File: src/rtl/kdq_pkg.sv
// ----------------------------------------------------------------------------
// kdq_pkg
// Shared types and codes for the keyed deque: operation and status codes,
// the stored entry and the per-cycle command that goes to every cell.
// ----------------------------------------------------------------------------
package kdq_pkg;

  localparam int unsigned IdW   = 16;
  localparam int unsigned PosW  = 5;
  localparam int unsigned OpW   = 3;
  localparam int unsigned StatW = 2;

  typedef enum logic [OpW-1:0] {
    OP_INSERT = 3'd0,
    OP_RM_HEAD = 3'd1,
    OP_RM_TAIL = 3'd2,
    OP_RM_KEY = 3'd3,
    OP_DECR = 3'd4
  } op_e;

  typedef enum logic [StatW-1:0] {
    ST_DONE = 2'd0,
    ST_EMPTY = 2'd1,
    ST_MISS = 2'd2,
    ST_FULL = 2'd3
  } status_e;

  typedef struct packed {
    logic [IdW-1:0]  id;
    logic [PosW-1:0] pos;
  } entry_t;

  // one command per accepted transaction, broadcast along the chain
  typedef struct packed {
    logic           ins;
    logic           rm_head;
    logic           rm_tail;
    logic           rm_key;
    logic           decr;
    logic [IdW-1:0] key;
  } cell_ctl_t;

endpackage

File: src/rtl/kdq_cell.sv
// ----------------------------------------------------------------------------
// kdq_cell
// One slot of the deque. Holds an id and a position, compares its id with
// the key, and takes data from its left or right neighbor on insert/remove.
// ----------------------------------------------------------------------------
module kdq_cell import kdq_pkg::*; (
  input  logic      clk_i,
  input  cell_ctl_t ctl_i,
  input  logic      occ_i,      // slot lies below the entry count
  input  logic      tail_i,     // slot is the current tail
  input  entry_t    left_i,
  input  entry_t    right_i,
  input  logic      hit_i,      // a slot nearer the head was selected
  output logic      hit_o,
  output logic      sel_o,
  output logic      tail_hit_o,
  output entry_t    removed_o,
  output entry_t    entry_o
);

  entry_t entry_q, entry_d;
  logic   match;

  assign entry_o = entry_q;

  always_comb begin
    match      = occ_i && (entry_q.id == ctl_i.key);
    sel_o      = (occ_i && !hit_i && (ctl_i.rm_head || (ctl_i.rm_key && match)))
                 || (ctl_i.rm_tail && tail_i);
    hit_o      = hit_i || sel_o;
    tail_hit_o = sel_o && tail_i;
    removed_o  = sel_o ? entry_q : '0;
  end

  always_comb begin
    entry_d = entry_q;
    priority if (ctl_i.ins) begin
      entry_d = left_i;
    end else if (hit_o) begin
      // close the gap left by the removed slot
      entry_d = right_i;
    end else if (ctl_i.decr && (entry_q.pos != '0)) begin
      entry_d.pos = entry_q.pos - PosW'(1);
    end else begin
      entry_d = entry_q;
    end
  end

  always_ff @(posedge clk_i) begin
    entry_q <= entry_d;
  end

endmodule

File: src/rtl/keyed_deque_with_positions_unit.sv
// ----------------------------------------------------------------------------
// keyed_deque_with_positions_unit
// Ordered deque of client ids with per-entry position numbers.
//
// Accepts one transaction per clock cycle and presents its result in the
// output register on the next cycle; the input stays ready while that
// register is empty or being drained. Every operation is carried out on a
// row of DEPTH cells: each cell compares its id with the key and
// decrements its position in parallel, and the first-match flag ripples from
// head to tail through the chain, which sets the critical path. No clearing
// pass is needed after reset: only slots below the entry count are ever
// read. Insert on a full deque returns status full and changes nothing.
// ----------------------------------------------------------------------------
module keyed_deque_with_positions_unit import kdq_pkg::*; #(
  parameter int unsigned DEPTH = 16
) (
  input  logic        clk_i,
  input  logic        rst_ni,
  input  logic        s_axis_tvalid,
  output logic        s_axis_tready,
  input  logic [23:0] s_axis_tdata,  // operation[2:0], client_id[18:3], zero pad
  output logic        m_axis_tvalid,
  input  logic        m_axis_tready,
  output logic [39:0] m_axis_tdata   // status[1:0], removed_valid[2],
                                     // removed_id[18:3], removed_position[23:19],
                                     // marked_out[24], assigned_position[29:25],
                                     // entry_count[34:30], zero pad
);

  localparam int unsigned CntW = $clog2(DEPTH + 1);

  logic [CntW-1:0] count_q, count_d;
  logic            out_valid_q;
  logic [39:0]     out_q, out_d;

  logic            accept;
  op_e             op;
  logic [IdW-1:0]  key;
  logic            empty, full;
  cell_ctl_t       ctl;

  entry_t          entry_of [DEPTH];
  entry_t          left     [DEPTH];
  entry_t          right    [DEPTH];
  entry_t          removed  [DEPTH];
  logic [DEPTH:0]  hit;
  logic [DEPTH-1:0] sel, tail_hit, occ, tail;

  entry_t          rem_ent;
  logic            rem_valid, tail_taken, marked;
  logic [31:0]     inc32, cnt32;
  logic [PosW-1:0] new_pos, assigned;
  status_e         status;

  assign accept        = s_axis_tvalid && s_axis_tready;
  assign s_axis_tready = !out_valid_q || m_axis_tready;
  assign op            = op_e'(s_axis_tdata[OpW-1:0]);
  assign key           = s_axis_tdata[OpW+IdW-1:OpW];

  assign empty   = (count_q == '0);
  assign full    = (count_q == CntW'(DEPTH));
  assign inc32   = 32'(count_q) + 32'd1;
  assign new_pos = inc32[PosW-1:0];

  always_comb begin
    ctl         = '0;
    ctl.key     = key;
    ctl.ins     = accept && (op == OP_INSERT) && !full;
    ctl.rm_head = accept && (op == OP_RM_HEAD);
    ctl.rm_tail = accept && (op == OP_RM_TAIL);
    ctl.rm_key  = accept && (op == OP_RM_KEY);
    ctl.decr    = accept && (op == OP_DECR);
  end

  assign hit[0] = 1'b0;

  for (genvar i = 0; i < DEPTH; i++) begin : g_cell
    assign occ[i]   = (CntW'(i) < count_q);
    assign tail[i]  = (count_q == CntW'(i + 1));
    assign left[i]  = (i == 0) ? entry_t'{id: key, pos: new_pos} : entry_of[(i == 0) ? 0 : i-1];
    assign right[i] = entry_of[(i == DEPTH-1) ? i : i+1];

    kdq_cell u_cell (
      .clk_i      (clk_i),
      .ctl_i      (ctl),
      .occ_i      (occ[i]),
      .tail_i     (tail[i]),
      .left_i     (left[i]),
      .right_i    (right[i]),
      .hit_i      (hit[i]),
      .hit_o      (hit[i+1]),
      .sel_o      (sel[i]),
      .tail_hit_o (tail_hit[i]),
      .removed_o  (removed[i]),
      .entry_o    (entry_of[i])
    );
  end

  // pick out the removed entry, at most one cell drives non-zero
  always_comb begin
    rem_ent = '0;
    for (int unsigned i = 0; i < DEPTH; i++) begin
      rem_ent = rem_ent | removed[i];
    end
  end

  assign rem_valid  = hit[DEPTH];
  assign tail_taken = |tail_hit;
  // a key hit at the head goes through the head path, even for one entry
  assign marked     = ctl.rm_tail ? rem_valid : (ctl.rm_key && tail_taken && !sel[0]);

  always_comb begin
    status  = ST_DONE;
    count_d = count_q;
    unique case (op)
      OP_INSERT: begin
        if (full) status = ST_FULL;
        else count_d = count_q + CntW'(1);
      end
      OP_RM_HEAD, OP_RM_TAIL: begin
        if (empty) status = ST_EMPTY;
        else count_d = count_q - CntW'(1);
      end
      OP_RM_KEY: begin
        if (empty) status = ST_EMPTY;
        else if (!rem_valid) status = ST_MISS;
        else count_d = count_q - CntW'(1);
      end
      OP_DECR: status = ST_DONE;
      default: status = ST_DONE;
    endcase
  end

  assign cnt32    = 32'(count_d);
  assign assigned = ctl.ins ? new_pos : '0;

  always_comb begin
    out_d        = '0;
    out_d[1:0]   = status;
    out_d[2]     = rem_valid;
    out_d[18:3]  = rem_ent.id;
    out_d[23:19] = rem_ent.pos;
    out_d[24]    = marked;
    out_d[29:25] = assigned;
    out_d[34:30] = cnt32[PosW-1:0];
  end

  always_ff @(posedge clk_i or negedge rst_ni) begin
    if (!rst_ni) begin
      count_q     <= '0;
      out_valid_q <= 1'b0;
    end else begin
      if (accept) begin
        count_q <= count_d;
      end
      if (accept) begin
        out_valid_q <= 1'b1;
      end else if (m_axis_tready) begin
        out_valid_q <= 1'b0;
      end
    end
  end

  always_ff @(posedge clk_i) begin
    if (accept) begin
      out_q <= out_d;
    end
  end

  assign m_axis_tvalid = out_valid_q;
  assign m_axis_tdata  = out_q;

  a_count_bound: assert property (@(posedge clk_i) disable iff (!rst_ni)
    count_q <= CntW'(DEPTH))
    else $error("entry count above depth");

  a_one_sel: assert property (@(posedge clk_i) disable iff (!rst_ni)
    $onehot0(sel))
    else $error("more than one cell selected for removal");

  a_ins_grows: assert property (@(posedge clk_i) disable iff (!rst_ni)
    ctl.ins |=> (count_q == $past(count_q) + CntW'(1)))
    else $error("insert did not grow the deque");

  a_rm_status: assert property (@(posedge clk_i) disable iff (!rst_ni)
    (out_valid_q && out_q[2]) |-> (out_q[1:0] == ST_DONE))
    else $error("removal reported with non-done status");

endmodule

File: config.mk
export PLATFORM = sky130hd
export DESIGN_NAME = keyed_deque_with_positions_unit
export DESIGN_NICKNAME = d
export VERILOG_FILES = /design/src/rtl/kdq_pkg.sv /design/src/rtl/kdq_cell.sv /design/src/rtl/keyed_deque_with_positions_unit.sv
export SDC_FILE = /design/constraint.sdc
export NUM_CORES = 1
export LEC_CHECK = 0
export BUFFER_PORTS_ARGS = -buffer_cell sky130_fd_sc_hd__buf_2
export CORE_MARGIN = 8
export CORE_UTILIZATION = 50
export CTS_BUF_LIST = sky130_fd_sc_hd__clkbuf_8
export DETAILED_ROUTE_END_ITERATION = 7
export MAX_ROUTING_LAYER = met4
export PLACE_DENSITY = 0.63
export SLEW_MARGIN = 20
export SYNTH_ARGS = -nofsm -noshare
export SYNTH_HDL_FRONTEND = slang
export SYNTH_SLANG_ARGS = --single-unit
File: constraint.sdc
create_clock -name clk_i -period 10.3 [get_ports clk_i]
set_clock_uncertainty 0.05 [all_clocks]
set_input_delay 2.575 -clock clk_i [delete_from_list [all_inputs] [get_ports clk_i]]
set_output_delay 2.575 -clock clk_i [all_outputs]
set_load 0.05 [all_outputs]
==> results.txt <==
IR analysis of the VDD net gives a maximum drop of 0.132 mV. The root buffer cell chosen for the clock tree is sky130_fd_sc_hd__clkbuf_8. The logs give 71 for the total CTS buffers and 8 for the number of detailed-route iterations in the first pass. Final routed wire length divided by cell count: 31.8 µm. Post-detailed-placement half-perimeter wirelength: 66.7 mm. TritonCTS built the clock tree.

The count of pins over their slew limit came out at 0. The slew at the pin closest to its max-slew limit came out at 1260 ps. The average instance in the mapped netlist occupies 10.4 µm². The x dimension of the die is 236 µm.

In the layout the commonest cells are 371 x sky130_fd_sc_hd__edfxtp_1, 253 x sky130_fd_sc_hd__a22o_1, 169 x sky130_fd_sc_hd__xor2_1. Buffers placed on the I/O ports in this run total 59. In this run, synthesis inferred 371 flip-flops with an integrated enable. The total track usage was 33.6%; the total number of vias was 21,300.

In the synthesized netlist the dominant register cell turns out to be sky130_fd_sc_hd__edfxtp_1. The number of hold buffers added after CTS was 0. For this run the aggregate overflow at the end of global routing stands at 0. Setup repair after global routing left no endpoint under its margin. Summed over all layers, the routed wires come to 94.7 mm. Cell area power density: 212 nW/µm². For this run, the register share of the synthesized area comes to 46.8%. In this run the worst path has a maximum fanout of 29. The total number of yosys warnings came out at 0. The share of the synthesized area in the top cell type was 46.2%.

In this run the critical register-to-register path is launched from count_q[0]. The minimum period implied by the final worst setup slack was 7260 ps; the leakage power summed over all cells was 9.35 nW. The logs give 2,974 for the number of cells in the finished layout apart from fillers and 20,300 for the via count of the first global-routing pass. For hold timing, the worst endpoint is g_cell[1].u_cell.entry_o[4]. Setup slack closes at 3040 ps.

Including well taps, the total number of placed cells is 2,842. The worst setup path is launched from an input port. In this run the most critical hold path is launched from g_cell[0].u_cell.entry_o[4]. For this run, the top clock speed supported by timing is 138 MHz.

Together, buffers and inverters on the worst path number 3. On the final layout, the worst hold slack is 575 ps. The clock sink total was 377; the final weighted congestion in routability-driven placement was 1.01. For the number of instances in the synthesized netlist, the log shows 2,317. The number of setup buffers added after CTS is 0, and the area enclosed by the die boundary is 55,500 µm². In this design, the stage delay of the slowest critical-path cell is 840 ps.

The post-synthesis cell type count was 78; the detail-routed via count per cell was 7.16. In this run the cell area of the synthesized design comes to 24,100 µm². Sort of element at the end of the critical path: a register.

Pin count of the biggest net entering global routing: 107. The cell family contributing the most delay on the critical path is simple AND/OR/NAND/NOR gates. sky130_fd_sc_hd__edfxtp_1 takes more of the synthesized area than any other cell. The flow ran to the end, but the final reports show violations.

The logs give 3 for the number of buffers on the longest clock path and 3 for the CTS H-tree depth. After floorplanning, the core was divided into 80 placement rows. Once detail routing completed, the nets flagged for antenna violations numbered 0. From synthesis to final layout, the design area changed by 8.27%.

The tools report the initial DRC count as 3,272. After clock tree synthesis, the clock-pin slew on the worst setup and hold paths is 60 ps. Timing analysis after detailed placement gives a worst setup slack of 2530 ps.

Setup slack on the worst reg-to-reg path comes out at 4320 ps. For this design the top-level I/O count stands at 70. For the worst setup path, the data arrival time is 7600 ps. After synthesis, the cell types taking the most area are sky130_fd_sc_hd__edfxtp_1 46%, sky130_fd_sc_hd__a22o_1 9.2%, sky130_fd_sc_hd__xor2_1 6.1%.

The run gives 3 as the number of design rule violations left after detail routing. Data on the critical path is required at its endpoint by 10,630 ps. The max capacitance violation total is 0.

The proportion of synthesized flip-flops having asynchronous set or reset was 1.59%; the total negative slack was 0 ps. The final cycle utilization of the critical path was 70.5%. The worst hold path passes through 2 cells. The critical path is of the in2reg type. Initial antenna violation count: 3.

Overall die height: 236 µm. Setup violations remaining at the end of the flow were counted as 0. In the final layout, the share of cells above drive strength 1 is 9.98%. Counting flops and latches in the post-synthesis netlist gives 377. Walking the worst path, the cells encountered are buf_2 -> nor2b_1 -> or3_1 -> buf_4 -> o21bai_1 -> a21oi_2 -> nor4b_4 -> nand4_1 -> o21ai_2 -> nor3_1 -> inv_1 -> a2bb2oi_1 -> o22ai_1.

The critical register-to-register path endpoint was g_cell[14].u_cell.entry_o[0]. The run gives 0 as the count of endpoints failing hold in the final timing report. Cell with the largest stage delay on the worst path: sky130_fd_sc_hd__nor4b_4. The initial utilization of the core area, before any placement, comes to 50.6%. Measured against its own limit, the worst slew margin works out to 16.3%.

For the number of nets at the end of the flow, the log shows 2,349. The number of cells on the worst reg-to-reg path is 13. In this run the worst hold path is classified as reg2reg.

The first-pass GRT wire length came out at 138 mm. Leading cell type in the layout, fill and taps excluded: sky130_fd_sc_hd__edfxtp_1. The final reports fail on DRC.

The latest clock arrival within the worst-skew pair is 660 ps. In this run, post-CTS repair resized a total of 0 instances. In this run the standard cell core region covers 47,600 µm².
## synthesized netlist by cell type, types with 20 or more instances
| cell | instances |
|---|---|
| sky130_fd_sc_hd__a21oi_1 | 99 |
| sky130_fd_sc_hd__a221o_1 | 23 |
| sky130_fd_sc_hd__a221oi_1 | 51 |
| sky130_fd_sc_hd__a222oi_1 | 39 |
| sky130_fd_sc_hd__a22o_1 | 253 |
| sky130_fd_sc_hd__a22oi_1 | 84 |
| sky130_fd_sc_hd__and3_1 | 26 |
| sky130_fd_sc_hd__buf_1 | 21 |
| sky130_fd_sc_hd__buf_2 | 53 |
| sky130_fd_sc_hd__clkbuf_1 | 125 |
| sky130_fd_sc_hd__edfxtp_1 | 371 |
| sky130_fd_sc_hd__ha_1 | 21 |
| sky130_fd_sc_hd__inv_1 | 49 |
| sky130_fd_sc_hd__nand2_1 | 161 |
| sky130_fd_sc_hd__nand2b_1 | 25 |
| sky130_fd_sc_hd__nand3_1 | 41 |
| sky130_fd_sc_hd__nand4_1 | 54 |
| sky130_fd_sc_hd__nor2_1 | 111 |
| sky130_fd_sc_hd__nor3_1 | 59 |
| sky130_fd_sc_hd__nor4_1 | 40 |
| sky130_fd_sc_hd__o211ai_1 | 20 |
| sky130_fd_sc_hd__o21ai_0 | 93 |
| sky130_fd_sc_hd__xnor2_1 | 121 |
| sky130_fd_sc_hd__xor2_1 | 169 |
## through the flow
step	total power, mW	util, %	instance area, µm²
2_1_floorplan	3.48	-	24100
3_3_place_gp	4.07	52.0	24800
3_5_place_dp	4.10	52.0	24800
4_1_cts	5.51	54.8	26100
5_1_grt	5.75	54.8	26100
6_report	5.54	54.8	26100
## logic make-up (layout without fill, tap and decap cells)
logic type	after synthesis	count (layout)	synth area share, %
AO/OA/AOI/OAI	759	759	23.9
XOR/XNOR	290	290	10.5
adder cells (fa/ha/maj)	21	21	1.09
buffers and inverters	257	291	4.38
flip-flops	377	377	46.8
multiplexers	5	5	0.208
other	1	9	0.0156
AND/OR/NAND/NOR	607	607	13.0
## area by class of cell
class	instances	area, µm²
fill	4282	21500
multi-input combinational	1687	11800
sequential	377	11300
clock buffer	75	1030
tap	615	769
timing repair buffer	113	701
clock inverter	53	270
inverter	50	195
antenna	4	10.0
## routing by layer
layer  share of wire [%]  wire length (µm)  track usage, %
met1                  38             36000            42.0
met2                  45             43100            51.3
met3                  11             10700            8.29
met4                 5.2              4960            15.5
met5                   0                 0               -
## worst max-delay path by stage
| stage | start | end | slack [ps] | cells past startpoint |
|---|---|---|---|---|
| detailed placement | m_axis_tready | g_cell[14].u_cell.entry_o[0] | 2530 | 13 |
| finish | m_axis_tready | g_cell[14].u_cell.entry_o[0] | 3040 | 13 |
| floorplan | s_axis_tdata[1] | g_cell[14].u_cell.entry_o[0] | 4070 | 13 |
| CTS | m_axis_tready | g_cell[14].u_cell.entry_o[0] | 3210 | 13 |
| global placement | m_axis_tready | g_cell[14].u_cell.entry_o[0] | 2560 | 12 |
| global route | m_axis_tready | g_cell[14].u_cell.entry_o[0] | 2750 | 13 |
## where the power goes
group | internal (mW) | total (mW) | leakage (nW) | switching (mW)
combinational | 0.542 | 1.55 | 4.93 | 1.00
clock | 0.722 | 1.41 | 0.777 | 0.687
sequential | 2.11 | 2.59 | 3.64 | 0.479
total | 3.37 | 5.54 | 9.35 | 2.17
## sequential cells by signal (all words and copies together), names as in the netlist
register	count
g_cell.u_cell.entry_o	336
m_axis_tvalid	1
count_q	5
m_axis_tdata	35
## worst reg2reg max path: stages (launching register included)
cell,delay (ps)
sky130_fd_sc_hd__dfrtp_1,790
sky130_fd_sc_hd__inv_1,400
sky130_fd_sc_hd__ha_1,480
sky130_fd_sc_hd__nand2_1,120
sky130_fd_sc_hd__o21ai_0,80
sky130_fd_sc_hd__a32oi_1,200
sky130_fd_sc_hd__o21ai_0,190
sky130_fd_sc_hd__nor4b_4,900
sky130_fd_sc_hd__nand4_1,610
sky130_fd_sc_hd__o21ai_2,780
sky130_fd_sc_hd__nor3_1,160
sky130_fd_sc_hd__inv_1,680
sky130_fd_sc_hd__a2bb2oi_1,210
sky130_fd_sc_hd__o22ai_1,80
No activity file was read; power rests on OpenSTA's default activity.
